$ cat src/design/mlr_pkg.sv
// Shared types and constants for the midpoint line rasteriser.
package mlr_pkg;

	// Width of every coordinate field on the stream buses
	localparam int FIELD_BITS    = 6;
	// Input word: start_x, start_y, end_x, end_y from the lowest bit up
	localparam int IN_DATA_BITS  = 4 * FIELD_BITS;
	// Output word: pixel_x, pixel_y, zero fill to whole bytes
	localparam int OUT_DATA_BITS = ((2 * FIELD_BITS + 7) / 8) * 8;

	// Bit offsets of the fields inside the input word
	localparam int SX_LSB = 0;
	localparam int SY_LSB = FIELD_BITS;
	localparam int EX_LSB = 2 * FIELD_BITS;
	localparam int EY_LSB = 3 * FIELD_BITS;

endpackage

$ cat src/design/midpoint_line_rasterizer.sv
// Midpoint line rasteriser: one endpoint pair in, one pixel word per cycle out unless the output stalls.
// An accepted endpoint word seeds the decision in ST_INIT; ST_RUN then loads the first pixel word.
// A line of N pixels (1 to 2^COORD_BITS) is sent one pixel per cycle through the
// shared decision adder, slower under back-pressure.
// s_axis_tready is high only while idle; no new line is taken during a line.
// arst_n clears the sequencer and the output valid; the block then waits idle.
module midpoint_line_rasterizer import mlr_pkg::*; #(
	parameter int COORD_BITS = 6
) (
	input  logic                     clk,
	input  logic                     arst_n,
	input  logic                     s_axis_tvalid,
	output logic                     s_axis_tready,
	// start_x, start_y, end_x, end_y (6 bits each, lowest bit up)
	input  logic [IN_DATA_BITS-1:0]  s_axis_tdata,
	output logic                     m_axis_tvalid,
	input  logic                     m_axis_tready,
	// pixel_x, pixel_y (6 bits each, lowest bit up), zero fill
	output logic [OUT_DATA_BITS-1:0] m_axis_tdata,
	// last_pixel
	output logic                     m_axis_tlast
);

	localparam int C = COORD_BITS;
	localparam int D = COORD_BITS + 1;       // signed delta
	localparam int S = COORD_BITS + 2;       // minor minus major
	localparam int W = 2 * COORD_BITS + 2;   // decision value

	typedef enum logic [1:0] {
		ST_IDLE,
		ST_INIT,
		ST_RUN
	} state_t;

	state_t                state_q;
	logic [C-1:0]          cur_x_q, cur_y_q, end_x_q, end_y_q;
	logic signed [D-1:0]   dx_q, dy_q;
	logic                  x_major_q;
	logic signed [S-1:0]   step_neg_q;
	logic signed [W-1:0]   dec_q;
	logic                  out_valid_q;
	logic [C-1:0]          out_x_q, out_y_q;
	logic                  out_last_q;

	logic [C-1:0]          in_sx, in_sy, in_ex, in_ey;
	logic signed [D-1:0]   in_dx, in_dy;
	logic signed [D-1:0]   major_d, minor_d, major_adj, major_half;
	logic [C-1:0]          major_cur, major_end;
	logic                  more;
	logic                  in_accept, out_load;
	logic signed [W-1:0]   add_a, add_b, add_sum;

	// Take the low coordinate bits of each field
	assign in_sx = s_axis_tdata[SX_LSB +: C];
	assign in_sy = s_axis_tdata[SY_LSB +: C];
	assign in_ex = s_axis_tdata[EX_LSB +: C];
	assign in_ey = s_axis_tdata[EY_LSB +: C];
	assign in_dx = signed'({1'b0, in_ex}) - signed'({1'b0, in_sx});
	assign in_dy = signed'({1'b0, in_ey}) - signed'({1'b0, in_sy});

	assign in_accept = s_axis_tvalid && s_axis_tready;
	assign s_axis_tready = (state_q == ST_IDLE);

	// Select the major and minor axes
	assign major_d   = x_major_q ? dx_q : dy_q;
	assign minor_d   = x_major_q ? dy_q : dx_q;
	assign major_cur = x_major_q ? cur_x_q : cur_y_q;
	assign major_end = x_major_q ? end_x_q : end_y_q;
	assign more      = (major_cur < major_end);

	// Halve the major delta, truncating toward zero
	assign major_adj  = major_d + D'({1'b0, major_d[D-1]});
	assign major_half = major_adj >>> 1;

	// Shared decision adder: seed in INIT, update on every pixel step
	always_comb begin
		if (state_q == ST_INIT) begin
			add_a = W'(minor_d);
			add_b = -W'(major_half);
		end else begin
			add_a = dec_q;
			add_b = dec_q[W-1] ? W'(minor_d) : W'(step_neg_q);
		end
	end
	assign add_sum = add_a + add_b;

	// Load a pixel whenever the output register is free or being emptied
	assign out_load = (state_q == ST_RUN) && (!out_valid_q || m_axis_tready);

	// Sequencer, line state and output register
	always_ff @(posedge clk or negedge arst_n) begin
		if (!arst_n) begin
			state_q     <= ST_IDLE;
			out_valid_q <= 1'b0;
			cur_x_q     <= '0;
			cur_y_q     <= '0;
			end_x_q     <= '0;
			end_y_q     <= '0;
			dx_q        <= '0;
			dy_q        <= '0;
			x_major_q   <= 1'b0;
			step_neg_q  <= '0;
			dec_q       <= '0;
			out_x_q     <= '0;
			out_y_q     <= '0;
			out_last_q  <= 1'b0;
		end else begin
			// drop the output word once taken
			if (m_axis_tready && !out_load) begin
				out_valid_q <= 1'b0;
			end
			unique case (state_q)
				ST_IDLE: begin
					if (in_accept) begin
						cur_x_q   <= in_sx;
						cur_y_q   <= in_sy;
						end_x_q   <= in_ex;
						end_y_q   <= in_ey;
						dx_q      <= in_dx;
						dy_q      <= in_dy;
						x_major_q <= (in_dy <= in_dx);
						state_q   <= ST_INIT;
					end
				end
				ST_INIT: begin
					dec_q      <= add_sum;
					step_neg_q <= S'(minor_d) - S'(major_d);
					state_q    <= ST_RUN;
				end
				ST_RUN: begin
					if (out_load) begin
						out_valid_q <= 1'b1;
						out_x_q     <= cur_x_q;
						out_y_q     <= cur_y_q;
						out_last_q  <= !more;
						if (more) begin
							// advance the major axis, and the minor one on a
							// non-negative decision
							dec_q <= add_sum;
							if (x_major_q) begin
								cur_x_q <= cur_x_q + 1'b1;
								if (!dec_q[W-1]) cur_y_q <= cur_y_q + 1'b1;
							end else begin
								cur_y_q <= cur_y_q + 1'b1;
								if (!dec_q[W-1]) cur_x_q <= cur_x_q + 1'b1;
							end
						end else begin
							state_q <= ST_IDLE;
						end
					end
				end
				default: state_q <= ST_IDLE;
			endcase
		end
	end

	assign m_axis_tvalid = out_valid_q;
	assign m_axis_tlast  = out_last_q;
	assign m_axis_tdata  = OUT_DATA_BITS'({FIELD_BITS'(out_y_q), FIELD_BITS'(out_x_q)});

	// An accepted endpoint word closes the input until the line is done
	a_accept_blocks: assert property (@(posedge clk) disable iff (!arst_n)
		in_accept |=> !s_axis_tready && state_q == ST_INIT)
		else $error("input stayed open after an accepted endpoint word");

	// The final pixel returns the sequencer to idle
	a_last_frees: assert property (@(posedge clk) disable iff (!arst_n)
		(out_load && !more) |=> s_axis_tready && m_axis_tvalid && m_axis_tlast)
		else $error("last pixel did not end the line");

	// A line only moves to pixel output after the decision is seeded
	a_run_after_init: assert property (@(posedge clk) disable iff (!arst_n)
		$rose(state_q == ST_RUN) |-> $past(state_q == ST_INIT))
		else $error("pixel output started without decision seed");

endmodule
$ cat config.mk
export PLATFORM = sky130hd
export DESIGN_NAME = midpoint_line_rasterizer
export DESIGN_NICKNAME = d
export VERILOG_FILES = /design/src/design/mlr_pkg.sv /design/src/design/midpoint_line_rasterizer.sv
export SDC_FILE = /design/constraint.sdc
export NUM_CORES = 1
export LEC_CHECK = 0
export BUFFER_PORTS_ARGS = -buffer_cell sky130_fd_sc_hd__buf_4
export CAP_MARGIN = 20
export CORE_UTILIZATION = 50
export CTS_BUF_LIST = sky130_fd_sc_hd__clkbuf_2 sky130_fd_sc_hd__clkbuf_4 sky130_fd_sc_hd__clkbuf_8
export CTS_CLUSTER_DIAMETER = 40
export CTS_CLUSTER_SIZE = 8
export DETAILED_ROUTE_END_ITERATION = 8
export GPL_ROUTABILITY_DRIVEN = 0
export GPL_TIMING_DRIVEN = 0
export PLACE_DENSITY = 0.71
export SYNTH_ARGS = -nofsm -noshare
export SYNTH_HDL_FRONTEND = slang
export SYNTH_SLANG_ARGS = --single-unit
$ cat constraint.sdc
create_clock -name clk -period 5 [get_ports clk]
set_input_delay 1.5 -clock clk [delete_from_list [all_inputs] [get_ports clk]]
set_output_delay 1.5 -clock clk [all_outputs]
set_load 0.01 [all_outputs]
Yosys cells after proc, flatten, opt, wreduce, memory -nomap -nowiden:

Cells that the tools add are included.

* logic and storage cells: 77
* flip-flop bits (word level): 77
* output and inout port bits: 19

* muxes and demuxes: 29
* equal/unequal tests: 8
* magnitude comparators: 2
* add/sub/neg operators: 8
* reductions and logical operators: 16

Operator list (count)
* two-way mux 6 bit: 12
* two-way mux 14 bit: 5
* case mux 14 bit (2 select lines): 1
* case mux 6 bit (2 select lines): 2
* adder 14 bit: 1
* two-way mux 7 bit: 2
* negation 6 -> 14 bit: 1
* subtractor 6 x 6 -> 7 bit: 2
* adder 6 x 1 -> 6 bit, second input constant: 2
* AND reduction 5 bit: 2
* subtractor 7 x 7 -> 8 bit: 1
* adder 7 x 1 -> 7 bit: 1
* <= comparator 7 bit: 1
* < comparator 6 bit: 1
* two-way mux 2 bit: 3
* != test 2 bit, second input constant: 3
* != test 3 bit, second input constant: 2
* case mux 2 bit (3 select lines): 1
* AND reduction 3 bit: 2
* AND reduction 2 bit: 2
* nonzero test 2 bit: 2
* logical AND 1 bit: 3
* logical NOT 1 bit: 3
* two-way mux 1 bit: 3
* 5 further kinds: 5

Logic depth before layout (Yosys ltp):

Gate-level depths: netlist of the first run.

* depth in word-level cells: 8
* depth in mapped cells: 18
* mapped depth without buffers: 17

Worst setup path after synthesis of the first run:

No wires, ideal clock.

* kind: register -> register
* start point: register x_major_q
* end point: register dec_q[13]
* data arrival time: 3.478 ns
* buffers on the path: 1
* required time: 4.875 ns
* stages on the path, launching flop included: 18
* slack: 1.397 ns
* path through: dfrtp_1 buf_6 mux2i_1 a211oi_4 nand2b_1 ha_1 nor3_1 nand2_1 o21ai_1 xnor2_1 o21ai_1 ha_1 a21oi_1 o21ai_0 o311ai_0 o21ai_0 xnor2_1 mux2_2

* word-level cells in the longest chain between the ends: 8
* elaborated cells between the ends (all ways): 16
* those cells by class: add/sub: 3; order compare: 1; eq/ne: 1; mux: 10; reduce/logical: 1

RTL lines
* start: declaration: line midpoint_line_rasterizer.sv:38 `logic x_major_q;`
* start signal: assignment: line midpoint_line_rasterizer.sv:121 `x_major_q <= (in_dy <= in_dx);`
* two-way mux 7 bit: line midpoint_line_rasterizer.sv:65 `assign major_d = x_major_q ? dx_q : dy_q;`
* adder 7 x 1 -> 7 bit: line midpoint_line_rasterizer.sv:72 `assign major_adj = major_d + D'({1'b0, major_d[D-1]});`
* negation 6 -> 14 bit: line midpoint_line_rasterizer.sv:79 `add_b = -W'(major_half);`
* two-way mux 14 bit: line midpoint_line_rasterizer.sv:77 `if (state_q == ST_INIT) begin`
* adder 14 bit: line midpoint_line_rasterizer.sv:85 `assign add_sum = add_a + add_b;`
* two-way mux 14 bit: line midpoint_line_rasterizer.sv:136 `if (more) begin`
* two-way mux 14 bit: line midpoint_line_rasterizer.sv:131 `if (out_load) begin`
* case mux 14 bit (2 select lines): line midpoint_line_rasterizer.sv:112 `unique case (state_q)`
* end signal: assignment: line midpoint_line_rasterizer.sv:126 `dec_q <= add_sum;`
* end signal: assignment: line midpoint_line_rasterizer.sv:139 `dec_q <= add_sum;`
* end: declaration: line midpoint_line_rasterizer.sv:40 `logic signed [W-1:0] dec_q;`

Several ways; a longest one is shown, not always the timed one. The select of a mux whose other input is x is not followed.
A chain may end at the register's enable or synchronous reset.

Worst setup path in the final report of the first run:

Same ends and word-level chain as after synthesis.

==> results of run 1 <==
==> kinds of logic (layout without fill, tap and decap cells) <==
family | Yosys count | count (layout) | synth area share [%]
AOI/OAI and AO/OA | 163 | 163 | 18.8
muxes | 41 | 41 | 8.34
adders and majority gates | 51 | 51 | 12.0
other | 1 | 4 | 0.0681
buffers and inverters | 63 | 122 | 4.98
xor gates and xnor gates | 27 | 27 | 4.30
DFF | 77 | 77 | 35.0
and+or+nand+nor | 194 | 194 | 16.5
==> worst max-delay path, cell delays in order, from the launching register on <==
cell      delay, ns
dfrtp_1        0.34
buf_6          0.14
mux2i_1        0.51
a211oi_4       0.10
nand2b_1       0.18
ha_1           0.25
nor3_1         0.20
nand2_1        0.07
o21ai_1        0.11
xnor2_1        0.15
o21ai_1        0.09
ha_1           0.35
a21oi_1        0.16
o21ai_0        0.20
o311ai_0       0.62
o21ai_0        0.23
xnor2_1        0.17
mux2_2         0.27
==> registers in the layout, summed over array words and instances, names as in the netlist, 2 cells and up <==
register / count
out_y_q: 6
dx_q: 7
end_x_q: 6
cur_x_q: 6
cur_y_q: 6
end_y_q: 6
dec_q: 14
dy_q: 7
state_q: 2
out_x_q: 6
step_neg_q: 8
==> power by group through the flow <==
stage               logic, mW  registers (mW)  clock network (mW)
floorplan                2.62            1.15                   0
global placement         3.24            1.19                   0
detailed placement       3.37            1.20                   0
CTS                      3.39            1.19               0.544
global route             3.82            1.23               0.566
finish                   3.39            1.19               0.532
==> final cells by class <==
cell class	instances	area share (%)
flip-flops and latches	77	30.8
inverters	34	2.04
clock buffers	12	2.34
well taps	136	2.72
repair buffers	43	5.49
multi-input cells	480	53.1
plain buffers	29	2.34
clock inverters	4	1.16
==> layer usage <==
layer  GRT usage [%]  vias up  part of all wire (%)
met5               0        -                     0
met4            10.5        0                   2.3
met3            5.96       28                   4.1
met2            42.0       87                    49
met1            30.8     2173                    45
li1                -     2259                     -
==> placed cells by master, fill, tap and decap left out, types with 4 or more instances in the layout <==
master | netlist | final
nand2b_1 | 12 | 12
mux2i_1 | 15 | 15
a21oi_1 | 33 | 33
xor2_1 | 9 | 9
a211oi_1 | 5 | 5
clkbuf_1 | 15 | 15
nor3_1 | 5 | 5
o31ai_1 | 5 | 5
buf_2 | 6 | 6
conb_1 | 1 | 4
nand2_1 | 103 | 103
a21o_1 | 8 | 8
and3_1 | 5 | 5
ha_1 | 48 | 48
dfrtp_1 | 77 | 77
inv_1 | 33 | 33
o21a_1 | 15 | 15
mux2_2 | 23 | 23
nor2_1 | 26 | 26
xnor2_1 | 18 | 18
o21ai_0 | 58 | 58
clkbuf_8 | 0 | 9
a31oi_1 | 4 | 4
nand3_1 | 16 | 16
a21boi_0 | 5 | 5
buf_4 | 4 | 46
nor2b_1 | 10 | 10
o211ai_1 | 8 | 8
==> worst max path at each step <==
stage	slack (ns)	endpoint	start	depth (start not counted)
3_3_place_gp	0.88	dec_q[13]	x_major_q	17
4_1_cts	0.78	dec_q[13]	x_major_q	17
3_5_place_dp	0.85	dec_q[13]	x_major_q	17
5_1_grt	0.54	dec_q[13]	x_major_q	17
6_report	0.77	dec_q[13]	x_major_q	17
2_1_floorplan	1.40	dec_q[13]	x_major_q	17
==> out/metrics.yaml, run 1 <==
postCtsSetupRepairBufs: 0
synthCells: 617
worstPathRequired_ns: 5.26
synth.yosys.warnings: 0
fin_cells: 815
vias_per_cell: 5.58
critPathMaxFanout: 6
async_reset_ff_share_pct: 100
worst_pin_slew_ns: 0.616
p_sw_mw: 2.36
fp.dieArea_sq_um: 11400
die_w_um: 107
fmax_ghz: 0.237
initialDrtViolationCount: 235
dr_total_vias: 4547
maxCapViolations: 0
r2r_end: "dec_q[13]"
syn_avg_cell_area_sq_um: 8.92
fin_crit_sh_pct: 84.6
cts-resized-gates: 0
holdPathStages: 2
p_sw_share_pct: 46.1
detail-route-antenna-nets: 0
rrSetupSlack_ns: 0.77
path_class: "flop to flop"
design_area_sq_um: 6250
cts_buffers: 9
routed_wl_um: 13000
synth-seq-cells: 77
fin_skew_ns: 0.0127
portBuffers: 42
antenna_found_initial: 0
dominantRegCellSynth: "dfrtp_1"
power_frac_clock_pct: 10.4
vdd_ir_drop_max_v: 0.000369
rsz0062_at_grt: "false"
coreArea_sq_um: 10500
gr-total-overflow: 0
pre_cts_ws_ns: 0.848
cts.sinks: 77
fin_setup_tns_ns: 0
min_to: "end_y_q[4]"
combPwrFrac_pct: 66.3
finalHoldViolCount: 0
synth_seq_area_share_pct: 35.0
post-dp-hpwl_um: 10100
yosys-top-cells-area: "dfrtp_1 35%, ha_1 11%, nand2_1 7.0%"
synth_edf_count: 0
finalNetCount: 753
clk_pin_slew_ns: 0.09
dp_cells: 798
clockRootBuffer: "clkbuf_8"
finalSetupViolCount: 0
grt_pass1_wl_um: 22200
status: "complete, no violations"
cts_tree: "done"
power_mw: 5.12
fin_ws_ns: 0.772
synth.cell_area_sq_um: 5500
internal_power_mw: 2.76
min_from: "end_y_q[4]"
grt_max_degree: 78
yosys-top-cells-count: "103 x nand2_1, 77 x dfrtp_1, 58 x o21ai_0, 48 x ha_1"
hp-class: "flop to flop"
arrival_ns: 4.49
synth_area_leader_cell: "dfrtp_1"
reg2reg_from: "x_major_q"
cp-end-kind: "flop"
rows: 37
worstRegToRegCells: 17
num-fill-cells: 930
synth.distinct_cells: 60
synth_top_area_share_pct: 35.0
startpoint_type: "flop"
yosysMostFrequentCell: "nand2_1"
drv_slew: 0
antenna_cells: 0
start_util_pct: 52.4
synthToLayoutAreaGrowth_pct: 13.5
ctsLongestPathBuffers: 2
whs_ns: 0.480
hold_buffers: 0
register_area_sq_um: 1930
seqPwrFrac_pct: 23.3
htree_levels: 3
die_y_um: 107
ios: 47
cellPowerDensity_nw_per_um2: 819
first_pass_iters: 5
route.detailed.drc: 0
slew_headroom_pct: 58.4
drive_above_1_share_pct: 16.1
period_minus_slack_ns: 4.23
placedInstanceArea_sq_um: 6000
post_drt_wl_per_cell_um: 16.0
leakage_nw: 2.98
final_core_utilization_pct: 59.4
multi_input_area_sq_um: 3310
first_global_vias: 4646
clkLatencyLatePin_ns: 0.37
grt_usage_pct: 25.1
(Power assumes the default switching activity.)
==> run 2: changes to the inputs <==
--- a/config.mk
+++ b/config.mk
@@ -5,6 +5,7 @@
 export SDC_FILE = /design/constraint.sdc
 export NUM_CORES = 1
 export LEC_CHECK = 0
+export ABC_AREA = 1
 export BUFFER_PORTS_ARGS = -buffer_cell sky130_fd_sc_hd__buf_4
 export CAP_MARGIN = 20
 export CORE_UTILIZATION = 50
@@ -14,7 +15,7 @@
 export DETAILED_ROUTE_END_ITERATION = 8
 export GPL_ROUTABILITY_DRIVEN = 0
 export GPL_TIMING_DRIVEN = 0
-export PLACE_DENSITY = 0.71
+export PLACE_DENSITY = 0.73
 export SYNTH_ARGS = -nofsm -noshare
 export SYNTH_HDL_FRONTEND = slang
 export SYNTH_SLANG_ARGS = --single-unit
==> constraint.sdc (replaced) <==
create_clock -name clk -period 3.7 [get_ports clk]
set_input_delay 1.11 -clock clk [delete_from_list [all_inputs] [get_ports clk]]
set_output_delay 1.11 -clock clk [all_outputs]
set_load 0.01 [all_outputs]
==> out/metrics.yaml, run 2 <==
status: "complete, no violations"
num-fill-cells: 1120  # +20%
dp_cells: 987  # +24%
register_area_sq_um: 1930  # unchanged
ctsLongestPathBuffers: 2  # unchanged
detail-route-antenna-nets: 0  # unchanged
synth.distinct_cells: 42  # -30%
rsz0062_at_grt: "false"
reg_top3: "dec_q x14, step_neg_q x8"
vias_per_cell: 5.28  # -5.4%
post-dp-hpwl_um: 11200  # +11%
final_core_utilization_pct: 57.4  # -2.0 points
yosysMostFrequentCell: "nand2_1"
dr_total_vias: 5299  # +17%
grt_max_degree: 78  # unchanged
largest_reg_flops: 14  # unchanged
period_minus_slack_ns: 3.21
yosys-top-cells-area: "dfrtp_1 33%, nand2_1 15%, ha_1 10%"
synth_top_area_share_pct: 32.9  # -2.1 points
die_w_um: 110  # +3.1%
syn_avg_cell_area_sq_um: 7.33  # -18%
placedInstanceArea_sq_um: 6360  # +6.0%
cp-end-kind: "flop"
slew_headroom_pct: 55.1  # -3.3 points
fin_cells: 1004  # +23%
htree_levels: 3  # unchanged
worstPathRequired_ns: 3.97  # -1.29 ns
rows: 39  # +5.4%
fin_skew_ns: 0.0113  # -0.00141 ns
synth_edf_count: 0  # unchanged
mostFrequentLayoutCells: "239 x nand2_1, 96 x inv_1, 81 x o21ai_0"
gr-total-overflow: 0  # unchanged
postCtsSetupRepairBufs: 0  # unchanged
fmax_ghz: 0.312
route.detailed.drc: 0  # unchanged
hp-class: "flop to flop"
synth.cell_area_sq_um: 5850  # +6.3%
synthCells: 799  # +29%
leakage_nw: 3.45  # +16%
first_global_vias: 4907  # +5.6%
cts_buffers: 9  # unchanged
dominantRegCellSynth: "dfrtp_1"
final_common_cell: "nand2_1"
antenna_found_initial: 0  # unchanged
synth_area_leader_cell: "dfrtp_1"
clockRootBuffer: "clkbuf_8"
first_pass_iters: 7  # +2
portBuffers: 42  # unchanged
cts_tree: "done"
coreArea_sq_um: 11400  # +8.7%
path_class: "input port to flop"
rrSetupSlack_ns: 0.51  # -0.26 ns
fin_setup_tns_ns: 0  # unchanged
async_reset_ff_share_pct: 100  # unchanged
synthToLayoutAreaGrowth_pct: 12.0
routed_wl_um: 14300  # +9.6%
drv_slew: 0  # unchanged
cts.sinks: 77  # unchanged
synth.yosys.warnings: 0  # unchanged
hold_buffers: 0  # unchanged
maxCapViolations: 0  # unchanged
finalHoldViolCount: 0  # unchanged
clkLatencyLatePin_ns: 0.37  # about the same
critPathMaxFanout: 5  # -1
finalNetCount: 935  # +24%
fin_crit_sh_pct: 86.6
startpoint_type: "input port"
clk_pin_slew_ns: 0.08  # about the same
fp.dieArea_sq_um: 12100  # +6.2%
synth_seq_area_share_pct: 32.9  # -2.1 points
finalSetupViolCount: 0  # unchanged
ios: 47  # unchanged
grt_pass1_wl_um: 23600  # +6.7%
grt_usage_pct: 25.8  # +0.73 points
antenna_cells: 0  # unchanged
cts-resized-gates: 0  # unchanged
die_y_um: 110  # +3.1%
start_util_pct: 51.3  # -1.1 points
synth-seq-cells: 77  # unchanged
largest-register: "dec_q"
worst_pin_slew_ns: 0.667  # +0.0506 ns
drive_above_1_share_pct: 15.1  # -0.95 points
initialDrtViolationCount: 399  # +70%
cellPowerDensity_nw_per_um2: 1060  # +30%
yosys-top-cells-count: "239 x nand2_1, 96 x inv_1, 81 x o21ai_0, 77 x dfrtp_1, 48 x ha_1"
post_drt_wl_per_cell_um: 14.2  # -11%
design_area_sq_um: 6560  # +5.0%
multi_input_area_sq_um: 3390  # +2.2%
arrival_ns: 3.47  # -1.02 ns
vdd_ir_drop_max_v: 0.000777  # +110%
## run 2: critical path: stages
cell and delay (ns):
buf_4 0.08, inv_1 0.06, ha_1 0.20, fa_1 0.41, o21ai_0 0.32, a21o_1 0.16
a21oi_1 0.11, ha_1 0.35, a21oi_1 0.16, o21a_1 0.15, a21oi_1 0.06, nand3b_1 0.18
nand2_1 0.08, nand2_1 0.04
## run 2: cell families after synthesis
logic type	after synthesis	share of synthesized area, %
muxes	5	0.855
buffers and inverters	128	9.41
other	1	0.0641
AOI/OAI and AO/OA	163	16.3
xor gates and xnor gates	19	2.84
DFF	77	32.9
and+or+nand+nor	355	26.3
adders and majority gates	51	11.3
## run 2: stage by stage
| stage | setup slack, ns | power, mW | hold slack (ns) |
|---|---|---|---|
| 4_1_cts | 0.512 | 6.96 | 0.487 |
| 3_5_place_dp | 0.111 | 6.35 | 0.462 |
| 2_1_floorplan | 0.518 | 5.21 | 0.442 |
| 3_3_place_gp | 0.140 | 6.27 | 0.456 |
| 5_1_grt | 0.191 | 7.76 | 0.506 |
| 6_report | 0.495 | 6.97 | 0.484 |
## run 2: final timing paths
| check | startpoint | end | cells after the start |
|---|---|---|---|
| worst max-delay path | s_axis_tdata[18] | x_major_q | 14 |
| worst min-delay path | step_neg_q[1] | step_neg_q[1] | 2 |
| worst max register to register | x_major_q | dec_q[10] | 19 |
| worst min register to register | step_neg_q[1] | step_neg_q[1] | 2 |
| max in group asynchronous | arst_n | dx_q[3] | 2 |
| min in group asynchronous | arst_n | out_x_q[2] | 1 |
## run 2: cell type report
type / instances / share of cell area (%)
Buffer: 27 / 2.59
Clock buffer: 12 / 2.23
Timing Repair Buffer: 43 / 5.23
Tap cell: 143 / 2.73
Inverter: 101 / 5.80
Clock inverter: 4 / 0.382
Multi-Input combinational cell: 597 / 51.7
Sequential cell: 77 / 29.4
## run 2: metal layers
metal	up-vias	wire, um	GRT usage (%)	part of all wire (%)
li1	2717	-	-	-
met1	2446	6870	35.3	48
met5	-	0	0	0
met3	19	636	4.00	4.4
met2	117	6530	41.2	46
met4	0	262	9.77	1.8
## run 2: power breakdown
| part | total (mW) | internal [mW] | switching (mW) |
|---|---|---|---|
| combinational | 4.85 | 1.83 | 3.02 |
| clock | 0.588 | 0.264 | 0.324 |
| sequential | 1.53 | 1.25 | 0.278 |
| total | 6.97 | 3.35 | 3.62 |
